===== config.mk =====
export PLATFORM = sky130hd
export DESIGN_NAME = a5_1_keystream_cipher_unit
export DESIGN_NICKNAME = d
export VERILOG_FILES = /design/src/rtl/a51kc_pkg.sv /design/src/rtl/a5_1_keystream_cipher_unit.sv /design/src/rtl/a51kc_lfsr_core.sv
export SDC_FILE = /design/constraint.sdc
export NUM_CORES = 1
export LEC_CHECK = 0
export ABC_AREA = 0
export BUFFER_PORTS_ARGS = -buffer_cell sky130_fd_sc_hd__buf_2
export CAP_MARGIN = 20
export CELL_PAD_IN_SITES_DETAIL_PLACEMENT = 2
export CELL_PAD_IN_SITES_GLOBAL_PLACEMENT = 2
export CORE_ASPECT_RATIO = 1.2
export CORE_MARGIN = 8
export CORE_UTILIZATION = 31
export DETAILED_ROUTE_END_ITERATION = 7
export PLACE_DENSITY_LB_ADDON = 0.1
export SLEW_MARGIN = 0
export SYNTH_ARGS = -nofsm -noshare
export SYNTH_HDL_FRONTEND = slang
export SYNTH_SLANG_ARGS = --single-unit

===== constraint.sdc =====
create_clock -name clock -period 14.25 [get_ports clock]
set_input_delay 0.7125 -clock clock [delete_from_list [all_inputs] [get_ports clock]]
set_output_delay 0.7125 -clock clock [all_outputs]
set_load 0.01 [all_outputs]

===== src/rtl/a51kc_pkg.sv =====
// ----------------------------------------------------------------------------
// a51kc_pkg
// Shared types and constants for the A5/1 keystream cipher unit: register
// lengths, step counts of each phase and the step command of the shift core.
// ----------------------------------------------------------------------------
`default_nettype none

package a51kc_pkg;

   // Lengths of the three shift registers.
   localparam int LEN_ONE   = 19;
   localparam int LEN_TWO   = 22;
   localparam int LEN_THREE = 23;

   // Field widths of the configuration registers and the data word.
   localparam int KEY_BITS   = 64;
   localparam int FRAME_BITS = 22;
   localparam int MSG_BITS   = 64;

   // Step counts of the phases.
   localparam int MIX_STEPS = 100;
   localparam int KS_STEPS  = 228;
   localparam int HALF      = 114;
   localparam int HIGH_BITS = HALF - MSG_BITS;

   // Step counter, wide enough for the longest phase.
   localparam int CNT_W = $clog2(KS_STEPS);

   // Command to the shift core for one cycle.
   typedef struct packed {
      logic clear;     // zero all three registers
      logic load;      // clock all three with the load bit folded in
      logic load_bit;  // key or frame bit for a load step
      logic maj;       // majority-clocked step
   } core_ctrl_type;

endpackage : a51kc_pkg

`default_nettype wire


===== src/rtl/a5_1_keystream_cipher_unit.sv =====
// ----------------------------------------------------------------------------
// a5_1_keystream_cipher_unit
// A5/1 stream cipher: one 64-bit data word in, one 114-bit XOR result out.
// ----------------------------------------------------------------------------
// Usage:
// The user must write the session key (address 0) and frame number
// (address 8) over the APB port only while the unit is idle; the unit itself
// does not enforce this. Reads return the stored values. A word enters on
// the req_ channel (op, message) when req_valid and req_ready are both high.
// The unit clears its three shift registers, clocks in 64 key and 22 frame
// bits, runs 100 mixing steps and then 114 (encrypt) or 228 (decrypt)
// keystream steps, one register clock per cycle through a single shared
// shift core, and then forms the result in the output register for the
// rsp_ channel. req_ready is high only while no word is in work, so a new
// word is taken only once the last has gone to the output register.
// A finished result sits in the output register until rsp_ready takes it;
// the next word may be accepted meanwhile, and if its own result is done
// before the first is taken, the unit holds it until the output is free.
// Reset clears both configuration registers and the control state.
// ----------------------------------------------------------------------------
`default_nettype none

module a5_1_keystream_cipher_unit
   import a51kc_pkg::*;
(
   input  wire logic                 clock,
   input  wire logic                 reset,
   // Input words
   input  wire logic                 req_valid,
   output logic                      req_ready,
   input  wire logic                 req_op,
   input  wire logic [MSG_BITS-1:0]  req_message,
   // Result words
   output logic                      rsp_valid,
   input  wire logic                 rsp_ready,
   output logic [MSG_BITS-1:0]       rsp_result_low,
   output logic [HIGH_BITS-1:0]      rsp_result_high,
   // Configuration
   input  wire logic                 psel,
   input  wire logic                 penable,
   input  wire logic                 pwrite,
   input  wire logic [3:0]           paddr,
   input  wire logic [63:0]          pwdata,
   output logic [63:0]               prdata,
   output logic                      pready
);

   // Sequencer states.
   localparam logic [2:0] ST_IDLE  = 3'd0;
   localparam logic [2:0] ST_KEY   = 3'd1;
   localparam logic [2:0] ST_FRAME = 3'd2;
   localparam logic [2:0] ST_MIX   = 3'd3;
   localparam logic [2:0] ST_KS    = 3'd4;
   localparam logic [2:0] ST_DONE  = 3'd5;

   // Register indexes on the configuration port.
   localparam logic REG_KEY   = 1'b0;
   localparam logic REG_FRAME = 1'b1;

   logic [KEY_BITS-1:0]   key_ff, key_in;
   logic [FRAME_BITS-1:0] frame_ff, frame_in;
   logic [2:0]            state_ff, state_in;
   logic [CNT_W-1:0]      count_ff, count_in;
   logic                  op_ff, op_in;
   logic [MSG_BITS-1:0]   msg_ff, msg_in;
   logic [HALF-1:0]       ks_ff, ks_in;
   logic                  rsp_valid_ff, rsp_valid_in;
   logic [MSG_BITS-1:0]   low_ff, low_in;
   logic [HIGH_BITS-1:0]  high_ff, high_in;
   logic                  cfg_write;
   logic                  req_accept;
   logic                  out_free;
   logic                  count_zero;
   logic                  ks_bit;
   core_ctrl_type         ctrl;

   // Configuration port: always ready, writes in the access cycle.
   assign pready    = 1'b1;
   assign cfg_write = psel & penable & pwrite & pready;

   always_comb begin
      key_in   = key_ff;
      frame_in = frame_ff;
      if (cfg_write) begin
         unique case (paddr[3])
            REG_KEY:   key_in   = pwdata;
            REG_FRAME: frame_in = pwdata[FRAME_BITS-1:0];
            default:   ;
         endcase
      end
   end

   always_comb begin
      unique case (paddr[3])
         REG_KEY:   prdata = key_ff;
         REG_FRAME: prdata = {{(64-FRAME_BITS){1'b0}}, frame_ff};
         default:   prdata = '0;
      endcase
   end

   always_ff @(posedge clock) begin
      if (reset) begin
         key_ff   <= '0;
         frame_ff <= '0;
      end else begin
         key_ff   <= key_in;
         frame_ff <= frame_in;
      end
   end

   // Handshake helpers.
   assign req_ready  = (state_ff == ST_IDLE);
   assign req_accept = req_valid & req_ready;
   assign out_free   = ~rsp_valid_ff | rsp_ready;
   assign count_zero = (count_ff == '0);

   // Sequencer: one shift-core command per cycle.
   always_comb begin
      state_in     = state_ff;
      count_in     = count_ff;
      op_in        = op_ff;
      msg_in       = msg_ff;
      ks_in        = ks_ff;
      low_in       = low_ff;
      high_in      = high_ff;
      rsp_valid_in = rsp_valid_ff & ~rsp_ready;
      ctrl         = '0;

      unique case (state_ff)
         ST_IDLE: begin
            if (req_accept) begin
               op_in      = req_op;
               msg_in     = req_message;
               ctrl.clear = 1'b1;
               count_in   = CNT_W'(KEY_BITS - 1);
               state_in   = ST_KEY;
            end
         end
         ST_KEY: begin
            ctrl.load     = 1'b1;
            ctrl.load_bit = key_ff[count_ff[$clog2(KEY_BITS)-1:0]];
            if (count_zero) begin
               count_in = CNT_W'(FRAME_BITS - 1);
               state_in = ST_FRAME;
            end else begin
               count_in = count_ff - 1'b1;
            end
         end
         ST_FRAME: begin
            ctrl.load     = 1'b1;
            ctrl.load_bit = frame_ff[count_ff[$clog2(FRAME_BITS)-1:0]];
            if (count_zero) begin
               count_in = CNT_W'(MIX_STEPS - 1);
               state_in = ST_MIX;
            end else begin
               count_in = count_ff - 1'b1;
            end
         end
         ST_MIX: begin
            ctrl.maj = 1'b1;
            if (count_zero) begin
               // Decrypt keeps the last half, so it runs the full stream.
               count_in = op_ff ? CNT_W'(KS_STEPS - 1) : CNT_W'(HALF - 1);
               state_in = ST_KS;
            end else begin
               count_in = count_ff - 1'b1;
            end
         end
         ST_KS: begin
            // The first bit of the kept half lands in the top result bit.
            ctrl.maj = 1'b1;
            ks_in    = {ks_ff[HALF-2:0], ks_bit};
            if (count_zero) begin
               state_in = ST_DONE;
            end else begin
               count_in = count_ff - 1'b1;
            end
         end
         ST_DONE: begin
            if (out_free) begin
               low_in       = msg_ff ^ ks_ff[MSG_BITS-1:0];
               high_in      = ks_ff[HALF-1:MSG_BITS];
               rsp_valid_in = 1'b1;
               state_in     = ST_IDLE;
            end
         end
         default: begin
            state_in = ST_IDLE;
         end
      endcase
   end

   always_ff @(posedge clock) begin
      if (reset) begin
         state_ff     <= ST_IDLE;
         rsp_valid_ff <= 1'b0;
      end else begin
         state_ff     <= state_in;
         rsp_valid_ff <= rsp_valid_in;
      end
   end

   // Payload and working registers.
   always_ff @(posedge clock) begin
      count_ff <= count_in;
      op_ff    <= op_in;
      msg_ff   <= msg_in;
      ks_ff    <= ks_in;
      low_ff   <= low_in;
      high_ff  <= high_in;
   end

   // Shared shift core.
   a51kc_lfsr_core u_core (
      .clock  (clock),
      .ctrl   (ctrl),
      .ks_bit (ks_bit)
   );

   assign rsp_valid       = rsp_valid_ff;
   assign rsp_result_low  = low_ff;
   assign rsp_result_high = high_ff;

endmodule : a5_1_keystream_cipher_unit

`default_nettype wire


===== src/rtl/a51kc_lfsr_core.sv =====
// ----------------------------------------------------------------------------
// a51kc_lfsr_core
// The three A5/1 shift registers with their shared step logic. One command
// per cycle: clear, load step or majority-clocked step. The keystream bit is
// taken from the register tops after the step.
// ----------------------------------------------------------------------------
`default_nettype none

module a51kc_lfsr_core
   import a51kc_pkg::*;
(
   input  wire logic          clock,
   input  wire core_ctrl_type ctrl,
   output logic               ks_bit
);

   logic [LEN_ONE-1:0]   r1_ff, r1_in;
   logic [LEN_TWO-1:0]   r2_ff, r2_in;
   logic [LEN_THREE-1:0] r3_ff, r3_in;
   logic                 fb1, fb2, fb3;
   logic                 c1, c2, c3, maj_val;

   // Feedback taps of each register.
   assign fb1 = r1_ff[18] ^ r1_ff[17] ^ r1_ff[16] ^ r1_ff[13];
   assign fb2 = r2_ff[21] ^ r2_ff[20];
   assign fb3 = r3_ff[22] ^ r3_ff[21] ^ r3_ff[20] ^ r3_ff[7];

   // Clocking bits and their majority.
   assign c1      = r1_ff[8];
   assign c2      = r2_ff[10];
   assign c3      = r3_ff[10];
   assign maj_val = (c1 & c2) | (c1 & c3) | (c2 & c3);

   // Next register values for the commanded step.
   always_comb begin
      r1_in = r1_ff;
      r2_in = r2_ff;
      r3_in = r3_ff;
      if (ctrl.clear) begin
         r1_in = '0;
         r2_in = '0;
         r3_in = '0;
      end else if (ctrl.load) begin
         r1_in = {r1_ff[LEN_ONE-2:0],   fb1 ^ ctrl.load_bit};
         r2_in = {r2_ff[LEN_TWO-2:0],   fb2 ^ ctrl.load_bit};
         r3_in = {r3_ff[LEN_THREE-2:0], fb3 ^ ctrl.load_bit};
      end else if (ctrl.maj) begin
         if (c1 == maj_val) r1_in = {r1_ff[LEN_ONE-2:0],   fb1};
         if (c2 == maj_val) r2_in = {r2_ff[LEN_TWO-2:0],   fb2};
         if (c3 == maj_val) r3_in = {r3_ff[LEN_THREE-2:0], fb3};
      end
   end

   // The registers are always set by a clear before use.
   always_ff @(posedge clock) begin
      r1_ff <= r1_in;
      r2_ff <= r2_in;
      r3_ff <= r3_in;
   end

   // Keystream bit from the tops after this step.
   assign ks_bit = r1_in[LEN_ONE-1] ^ r2_in[LEN_TWO-1] ^ r3_in[LEN_THREE-1];

endmodule : a51kc_lfsr_core

`default_nettype wire


# Word-level counts from Yosys, hierarchy flattened
# Cells that the tools add are included.
[classes]
eq_ne = 15
n_addsub = 1
bitwise_logic = 26
n_lt_le_gt_ge = 2
n_reduce_logical = 17
n_mux = 37
[op_table]
columns = ["operator", "n"]
rows = [
  ["one-hot mux 64 bit (2 select lines)", 1],
  ["two-way mux 23 bit", 4],
  ["two-way mux 22 bit", 4],
  ["two-way mux 19 bit", 4],
  ["bitwise XOR 64 bit", 1],
  ["two-way mux 8 bit", 6],
  ["one-hot mux 8 bit (5 select lines)", 1],
  ["two-way mux 3 bit", 6],
  ["one-hot mux 3 bit (6 select lines)", 1],
  ["AND reduction 2 bit", 7],
  ["inequality test 2 bit (second input constant)", 6],
  ["bitwise XOR 1 bit", 12],
  ["logical NOT 8 bit", 1],
  ["nonzero test 2 bit", 4],
  ["subtractor 8 x 1 -> 8 bit (second input constant)", 1],
  ["AND 1 bit", 7],
  ["< comparator 6 x 7 -> 1 bit (second input constant)", 1],
  ["two-way mux 1 bit", 7],
  ["binary-select mux 1 bit (select 6 bit)", 1],
  ["== test 3 x 2 -> 1 bit (second input constant)", 2],
  ["== test 3 bit (second input constant)", 2],
  ["< comparator 5 x 6 -> 1 bit (second input constant)", 1],
  ["AND reduction 6 bit", 1],
  ["binary-select mux 1 bit (select 5 bit)", 1],
  ["other kinds (10)", 16],
]
[word_totals]
regBits = 455
wordCells = 114
input_bits = 140

# Depth between registers and ports, before layout
# Gate-level depths: netlist of run 1.
[logic_depth]
depth_word = 10
depth_mapped = 11
ltp_nobuf = 8

# Modules after synthesis
# A second synthesis of run 1 with hierarchy kept.
[unflattened]
hier_cells = 1285
area_unflattened_um2 = 16983.8
[by_module_without_submodules]
columns = ["module", "instances", "area_per_inst_um2", "cells_per_inst"]
rows = [
  ["a5_1_keystream_cipher_unit", 1, 14527.7, 986],
  ["a51kc_lfsr_core", 1, 2456.1, 299],
]

# Worst setup path after synthesis of run 1
# Ideal clock, no wire load.
[synth_path]
path_kind = "register -> register"
start = "register state_ff[0]"
end = "register high_ff[0], in the netlist rsp_result_high[0], enable pin"
setup_time_ns = 0.600
t_arrival_ns = 6.216
path_stages_with_launch = 6
path_buffers = 3
synth_period_minus_slack_ns = 6.817
path_slack_ns = 7.433
path_cell_list = "dfxtp_1 > clkbuf_1 > clkbuf_1 > buf_1 > nand3b_1 > nor2b_1"
[synth_between]
elab_chain_len = 2
[synth_rtl]
columns = ["item", "line", "text"]
rows = [
  ["start, declared", "a5_1_keystream_cipher_unit.sv:62", "logic [2:0] state_ff, state_in;"],
  ["start signal, assigned", "a5_1_keystream_cipher_unit.sv:198", "state_ff <= state_in;"],
  ["== test 3 bit", "a5_1_keystream_cipher_unit.sv:129", "unique case (state_ff)"],
  ["AND reduction 2 bit (no source line)", "--", ""],
  ["end signal, assigned", "a5_1_keystream_cipher_unit.sv:210", "high_ff <= high_in;"],
  ["end, declared", "a5_1_keystream_cipher_unit.sv:69", "logic [HIGH_BITS-1:0] high_ff, high_in;"],
]
# No other way between the ends.
# A chain may end at the register's enable or synchronous reset.

# Worst setup path in the final report of run 1
[layout_path]
start = "register state_ff[0]"
end = "register u_core.r1_ff[0]"
[layout_between]
elab_chain_len = 5
word_cells_on_any_way = 16
[layout_rtl]
columns = ["item", "line", "text"]
rows = [
  ["== test 3 bit or == test 3 x 2 -> 1 bit (tied branches)", "a5_1_keystream_cipher_unit.sv:129", ""],
  ["OR reduction 2 bit (no source line)", "--", ""],
  ["two-way mux 1 bit", "a5_1_keystream_cipher_unit.sv:129", ""],
  ["nonzero test 2 bit (no source line)", "--", ""],
  ["AND reduction 2 bit (no source line)", "--", ""],
  ["end signal, assigned", "a51kc_lfsr_core.sv:56", "r1_ff <= r1_in;"],
  ["end, declared", "a51kc_lfsr_core.sv:17", "logic [LEN_ONE-1:0] r1_ff, r1_in;"],
]
# Several ways; a longest one is shown, not always the timed one.

==> load_flow_metrics.sql, run 1 <==
INSERT INTO impl_metrics (metric_group, metric, value, unit) VALUES
('global_routing', 'antenna_violations_before_repair', '5', ''),
('global_routing', 'grt_remaining_overflow', '0', ''),
('final_layout', 'synthesis_to_finish_area_growth', '23.6', '%'),
('logic_synthesis', 'syn-num-nets', '1432', ''),
('clocking', 'cts_num_sinks', '455', ''),
('setup_path', 'cp-end-kind', 'flip-flop', ''),
('clocking', 'cts_tree', 'built', ''),
('sta', 'setup_viol_count_final', '0', ''),
('floorplanning', 'io_pins', '321', ''),
('setup_path', 'critical_path.endpoint', 'u_core.r1_ff[0]$_SDFFE_PP0P_', ''),
('clocking', 'cts_buffers', '50', ''),
('clocking', 'cts_htree_levels', '2', ''),
('routing', 'drt_iter0_drcs', '494', ''),
('routing', 'average_wire_length_per_cell_after_detail_routing', '21.5', 'µm'),
('setup_path', 'critical_path_class', 'reg -> reg', ''),
('placement', 'detailedPlacementHpwl', '35100', 'µm'),
('floorplanning', 'start_util', '31.2', '%'),
('final_layout', 'n_fill_cell', '5707', ''),
('clocking', 'ctsRootBufferMaster', 'clkbuf_16', ''),
('setup_path', 'crit_start', 'state_ff[0]$_SDFFE_PP0P_', ''),
('sta', 'timing.slew.headroom', '40.1', '%'),
('logic_synthesis', 'synth_enable_flop_cells', '301', ''),
('sta', 'slew_viols_final', '0', ''),
('logic_synthesis', 'synth_compound_gate_area_share', '5.89', '%'),
('clocking', 'cts_setup_buffers', '0', ''),
('logic_synthesis', 'fraction_of_synthesis_flops_using_an_asynchronous_set_or_reset_pin', '0', '%'),
('logic_synthesis', 'adder_cell_fraction_of_synth_area', '0.426', '%'),
('sta', 'setup_ws', '10.94', 'ns'),
('logic_synthesis', 'cell_area_after_synthesis', '0.0171', 'mm²'),
('setup_path', 'timing.critical_path.arrival', '3.77', 'ns'),
('logic_synthesis', 'ys_seq_elements', '455', ''),
('final_layout', 'post-route-util', '38.6', '%'),
('clocking', 'clk_transition_reported_paths', '0.06', 'ns'),
('floorplanning', 'die_y', '273', 'µm'),
('setup_path', 'critPathMaxFanout', '68', ''),
('routing', 'antenna_left', '0', ''),
('logic_synthesis', 'combinational_family_with_the_most_area_after_synthesis', 'simple AND/OR/NAND/NOR gates', ''),
('setup_path', 'critical_path.reg2reg.endpoint', 'u_core.r1_ff[0]$_SDFFE_PP0P_', ''),
('floorplanning', 'die_width', '230', 'µm'),
('clocking', 'cts_resized', '0', ''),
('clocking', 'insertion_delay', '0.58', 'ns'),
('sta', 'finalHoldViolCount', '0', ''),
('routing', 'detail_route.vias_per_cell', '4.65', ''),
('final_layout', 'register_area', '0.0121', 'mm²'),
('sta', 'actual_slew_at_the_worst_max_slew_pin', '0.899', 'ns'),
('status', 'status', 'completed', ''),
('sta', 'rsz_0062_raised_after_global_routing', 'false', ''),
('setup_path', 'timing.rr.start', 'state_ff[0]$_SDFFE_PP0P_', ''),
('clocking', 'cts_hold_buffers_added', '0', ''),
('routing', 'remaining_drc_errors', '0', ''),
('final_layout', 'design.final.nets', '1749', ''),
('setup_path', 'r2r_cells', '7', ''),
('final_layout', 'multiInputGateArea', '0.00464', 'mm²'),
('sta', 'clock.fmax', '0.302', 'GHz'),
('floorplanning', 'fp-row-count', '94', ''),
('floorplanning', 'floorplan.core_area', '0.0546', 'mm²'),
('pwr', 'leakage', '0.00803', 'µW'),
('final_layout', 'final_area', '0.0211', 'mm²'),
('routing', 'dr.pass1.iters', '6', ''),
('hold_path', 'holdCritPathClass', 'in -> reg', ''),
('logic_synthesis', 'synth_flop_cell', 'edfxtp_1', ''),
('pwr', 'power.ir.vdd_worst', '90.2', 'µV'),
('logic_synthesis', 'synthesis.area_per_instance', '13.2', 'µm²'),
('logic_synthesis', 'yosys_warnings', '0', ''),
('logic_synthesis', 'synth_seq_area_share', '71.1', '%'),
('global_routing', 'grt_pass1_vias', '12200', ''),
('clocking', 'cts.path.max_buffers', '3', ''),
('logic_synthesis', 'synth.distinct_cells', '57', ''),
('routing', 'post_route_wl', '50900', 'µm'),
('routing', 'dr_total_vias', '11000', ''),
('setup_path', 'r2r_slack', '10.94', 'ns');
placed cells by master, fill, tap and decap left out, types with 4 or more instances in the layout:
master / netlist / routed
nor3_1: 5 / 5
mux2_2: 31 / 31
clkbuf_1: 52 / 20
mux4_1: 8 / 8
nand4_1: 5 / 5
o21ai_0: 5 / 5
and3_1: 5 / 5
xor2_1: 70 / 70
nand2_1: 267 / 267
a21oi_1: 137 / 137
dfxtp_1: 154 / 154
nand3_1: 6 / 6
nor2_1: 51 / 50
buf_2: 6 / 315
buf_4: 1 / 19
a22oi_1: 11 / 11
mux2i_1: 43 / 43
inv_1: 5 / 5
ha_1: 5 / 5
clkbuf_16: 0 / 51
a221oi_1: 4 / 4
nor2b_1: 49 / 48
xnor2_1: 9 / 9
clkbuf_8: 0 / 12
edfxtp_1: 301 / 301
layer usage:
layer	track usage [%]	vias up	share of wire [%]
met4	4.31	6	2.2
met2	27.5	252	50
met3	3.57	72	5.1
met1	19.5	5511	43
met5	0	-	0.051
li1	-	5171	-
cell families (layout without fill, tap and decap cells):
kind of cell    Yosys count  count (layout)
buf+inv                  77             435
fa+ha+maj                 6               6
compound gates          176             176
other cells               1               4
xor+xnor                 80              80
flops                   455             455
simple gates            407             407
mux                      85              85
cell usage after synthesis (9+ instances only):
library cell,count,area [µm²]
a22oi_1,11,82.6
nand2_1,267,1000
xor2_1,70,613
edfxtp_1,301,9040
clkbuf_1,52,195
dfxtp_1,154,3080
mux2_2,31,349
xnor2_1,9,78.8
a21oi_1,137,686
mux2i_1,43,430
buf_1,9,33.8
nor2_1,51,191
nor2b_1,49,307
critical path: stages, from the launching register on:
cell	delay [ns]
dfxtp_1	0.44
buf_4	0.26
nor3_1	0.36
nand2_1	0.28
inv_4	0.63
buf_4	0.77
nor2_1	0.12
mux2_2	0.28
metrics by stage:
stage,hold WS (ns),instances,total power [µW]
3_5_place_dp,0.436,2271,1560
2_1_floorplan,0.400,1287,1510
4_1_cts,0.259,2364,2870
5_1_grt,0.271,2366,2920
6_report,0.303,2368,2820
3_3_place_gp,0.408,2271,1560
report_power, final:
part	switching [µW]	total (µW)	internal (µW)
combinational	63.9	103	39.4
clock	524	1290	762
sequential	11.0	1430	1420
total	599	2820	2220
final cells by class:
class | count | share of cell area (%)
antenna | 3 | 0.0356
clock buffer | 83 | 7.19
clock inverter | 10 | 0.594
inverter | 7 | 0.148
multi-input combinational | 755 | 22.0
sequential | 455 | 57.5
tap | 720 | 4.27
timing repair buffer | 335 | 8.25
how the worst min path moves through the flow:
stage	start	endpoint	slack [ns]	depth (start not counted)
2_1_floorplan	ks_ff[113]$_DFFE_PP_	rsp_result_high[49]$_DFFE_PP_	0.40	0
3_3_place_gp	ks_ff[113]$_DFFE_PP_	rsp_result_high[49]$_DFFE_PP_	0.41	0
3_5_place_dp	ks_ff[101]$_DFFE_PP_	ks_ff[102]$_DFFE_PP_	0.44	0
4_1_cts	req_message[1]	msg_ff[1]$_DFFE_PP_	0.26	1
5_1_grt	req_message[1]	msg_ff[1]$_DFFE_PP_	0.27	1
6_report	req_message[37]	msg_ff[37]$_DFFE_PP_	0.30	1
flip-flops by register name (all words and copies together), names as in the netlist:
signal / flops
u_core.r3_ff: 23
rsp_result_low: 64
op_ff: 1
count_ff: 8
rsp_result_high: 50
ks_ff: 114
frame_ff: 22
state_ff: 3
u_core.r2_ff: 22
key_ff: 64
rsp_valid: 1
u_core.r1_ff: 19
msg_ff: 64
Note: power is estimated with default switching activity, not from simulation.
==> inputs of run 2 (changes only) <==
==> constraint.sdc (replaced) <==
create_clock -name clock -period 3 [get_ports clock]
set_input_delay 0.15 -clock clock [delete_from_list [all_inputs] [get_ports clock]]
set_output_delay 0.15 -clock clock [all_outputs]
set_load 0.01 [all_outputs]
==> load_flow_metrics.sql, run 2 (synthesis results as in run 1) <==
INSERT INTO impl_metrics (metric_group, metric, value, unit) VALUES
('routing', 'average_wire_length_per_cell_after_detail_routing', '22.9', 'µm'),
('hold_path', 'worst_hold_path.endpoint', 'key_ff[51]$_SDFFE_PP0P_', ''),
('global_routing', 'global_route_met1_usage', '22.2', '%'),
('floorplanning', 'fp-row-count', '94', ''),
('final_layout', 'final_cell_count_no_fill', '2517', ''),
('status', 'status', 'completed', ''),
('hold_path', 'min-delay-start', 'paddr[3]', ''),
('final_layout', 'synthesis_to_finish_area_growth', '33.1', '%'),
('setup_path', 'cp-end-kind', 'flip-flop', ''),
('clocking', 'cts_resized', '0', ''),
('placement', 'placement.io_buffers', '316', ''),
('global_routing', 'track_usage', '18.1', '%'),
('sta', 'fin_crit', '2.73', 'ns'),
('hold_path', 'holdCritPathClass', 'in -> reg', ''),
('global_routing', 'gr-max-usage-layer', 'met2', ''),
('setup_path', 'critical_path.reg2reg.endpoint', 'u_core.r2_ff[0]$_SDFFE_PP0P_', ''),
('clocking', 'insertion_delay', '0.60', 'ns'),
('setup_path', 'timing.rr.start', 'count_ff[0]$_DFFE_PP_', ''),
('routing', 'dr_total_vias', '11800', ''),
('routing', 'antenna_left', '0', ''),
('clocking', 'cts_tree', 'built', ''),
('routing', 'drt_iter0_drcs', '603', ''),
('global_routing', 'grt_start_max_net_pins', '82', ''),
('sta', 'slew_viols_final', '0', ''),
('global_routing', 'grt_remaining_overflow', '0', ''),
('sta', 'skew', '0.0238', 'ns'),
('global_routing', 'globalRouteMet3Util', '3.70', '%'),
('routing', 'detail_route.vias_per_cell', '4.70', ''),
('setup_path', 'critical_path_class', 'reg -> reg', ''),
('final_layout', 'design.final.nets', '1901', ''),
('final_layout', 'largest-register', 'ks_ff', ''),
('sta', 'timing.final.crit_share', '91.0', '%'),
('floorplanning', 'floorplan.core_area', '0.0546', 'mm²'),
('hold_path', 'worst_hold_path.num_cells', '4', ''),
('sta', 'finalHoldViolCount', '0', ''),
('routing', 'post_route_wl', '57700', 'µm'),
('routing', 'remaining_drc_errors', '0', ''),
('pwr', 'leakage', '0.00871', 'µW'),
('clocking', 'cts.path.max_buffers', '3', ''),
('clocking', 'cts_num_sinks', '455', ''),
('final_layout', 'commonest_cells_after_routing_fill_and_taps_aside', 'buf_2 (315), edfxtp_1 (301), nand2_1 (267)', ''),
('clocking', 'cts_htree_levels', '2', ''),
('setup_path', 'critical_path.startpoint_type', 'flip-flop', ''),
('global_routing', 'grt.met2_usage', '31.7', '%'),
('sta', 'rsz_0062_raised_after_global_routing', 'false', ''),
('sta', 'actual_slew_at_the_worst_max_slew_pin', '0.904', 'ns'),
('setup_path', 'r2r_cells', '8', ''),
('placement', 'detailedPlacementHpwl', '37300', 'µm'),
('floorplanning', 'start_util', '31.2', '%'),
('floorplanning', 'floorplan.die_area', '0.0628', 'mm²'),
('sta', 'clock.fmax', '0.366', 'GHz'),
('placement', 'placed_cells', '2290', ''),
('routing', 'dr.pass1.iters', '4', ''),
('setup_path', 'timing.critical_path.arrival', '3.20', 'ns'),
('placement', 'detailed_place.area', '0.0197', 'mm²'),
('floorplanning', 'die_y', '273', 'µm'),
('clocking', 'ctsRootBufferMaster', 'clkbuf_16', ''),
('pwr', 'post-layout-total-power', '13700', 'µW'),
('final_layout', 'drive_gt1_share', '26.3', '%'),
('job', 'max-cap-violations', '0', ''),
('final_layout', 'final_area', '0.0227', 'mm²'),
('floorplanning', 'io_pins', '321', ''),
('setup_path', 'r2r_slack', '0.27', 'ns'),
('final_layout', 'largest_reg_flops', '114', ''),
('setup_path', 'cp_data_required_time', '3.46', 'ns'),
('floorplanning', 'die_width', '230', 'µm'),
('setup_path', 'critPathMaxFanout', '14', ''),
('final_layout', 'post-route-util', '41.6', '%'),
('sta', 'timing.slew.headroom', '39.7', '%'),
('sta', 'setup_viol_count_final', '0', ''),
('placement', 'gp_congestion', '0.717', ''),
('clocking', 'cts_buffers', '48', ''),
('global_routing', 'grt_pass1_wl', '86700', 'µm'),
('clocking', 'clk_transition_reported_paths', '0.06', 'ns'),
('pwr', 'power-per-cell-area', '605', 'mW/mm²'),
('pwr', 'power.ir.vdd_worst', '399', 'µV'),
('global_routing', 'antenna_violations_before_repair', '0', ''),
('global_routing', 'grt_pass1_vias', '13200', ''),
('final_layout', 'layout_commonest_cell', 'buf_2', '');
[run 2: power by group]
group / internal [µW] / switching, µW
Clock: 3620 / 2660
Combinational: 316 / 346
Sequential: 6730 / 59.1
[run 2: final cells by class]
cell class                 instances  area, µm²
fill                            5563      31900
sequential                       455      12100
multi-input combinational        755       4630
timing repair buffer             489       3370
clock buffer                      67       1360
tap                              720        901
clock inverter                    23        280
inverter                           7       31.3
antenna                            1       2.50
[run 2: how the worst max path moves through the flow]
stage	from	to	slack (ns)	cells past startpoint
final	count_ff[0]$_DFFE_PP_	u_core.r2_ff[0]$_SDFFE_PP0P_	0.27	8
after detailed placement	count_ff[0]$_DFFE_PP_	u_core.r2_ff[0]$_SDFFE_PP0P_	0.27	8
after global routing	count_ff[0]$_DFFE_PP_	u_core.r2_ff[0]$_SDFFE_PP0P_	0.15	8
after global placement	count_ff[0]$_DFFE_PP_	u_core.r2_ff[0]$_SDFFE_PP0P_	0.26	8
after floorplan	state_ff[1]$_SDFFE_PP0P_	rsp_result_high[0]$_DFFE_PP_	-0.09	5
after CTS	count_ff[0]$_DFFE_PP_	u_core.r2_ff[0]$_SDFFE_PP0P_	0.24	8
[run 2: per-layer routing]
| metal | up-vias | part of all wire (%) |
|---|---|---|
| met5 | - | 0 |
| met4 | 0 | 2.7 |
| met3 | 73 | 5.2 |
| met2 | 319 | 50 |
| met1 | 5945 | 42 |
| li1 | 5482 | - |
[run 2: worst max-delay path, cell delays in order (launching register included)]
cell and delay, ns:
edfxtp_1 0.37, buf_12 0.18, mux4_1 0.59, mux2_2 0.29, nand3b_1 0.08, nand4_1 0.21
a2111oi_4 0.34, buf_4 0.20, mux2_2 0.33
[run 2: metrics by stage]
step                      setup slack (ns)  hold WS, ns  TNS (ns)
after global placement               0.261        0.327         0
after floorplan                    -0.0908        0.249    -10.35
after global routing                 0.154       0.0376         0
final                                0.269       0.0173         0
after detailed placement             0.271        0.329         0
after CTS                            0.236     0.000472         0
[run 2: repair_timing]
item                                   4_1_cts  5_1_grt
endpoints found under the hold margin      151        0
hold buffers                               136        0
setup buffers                                0        0
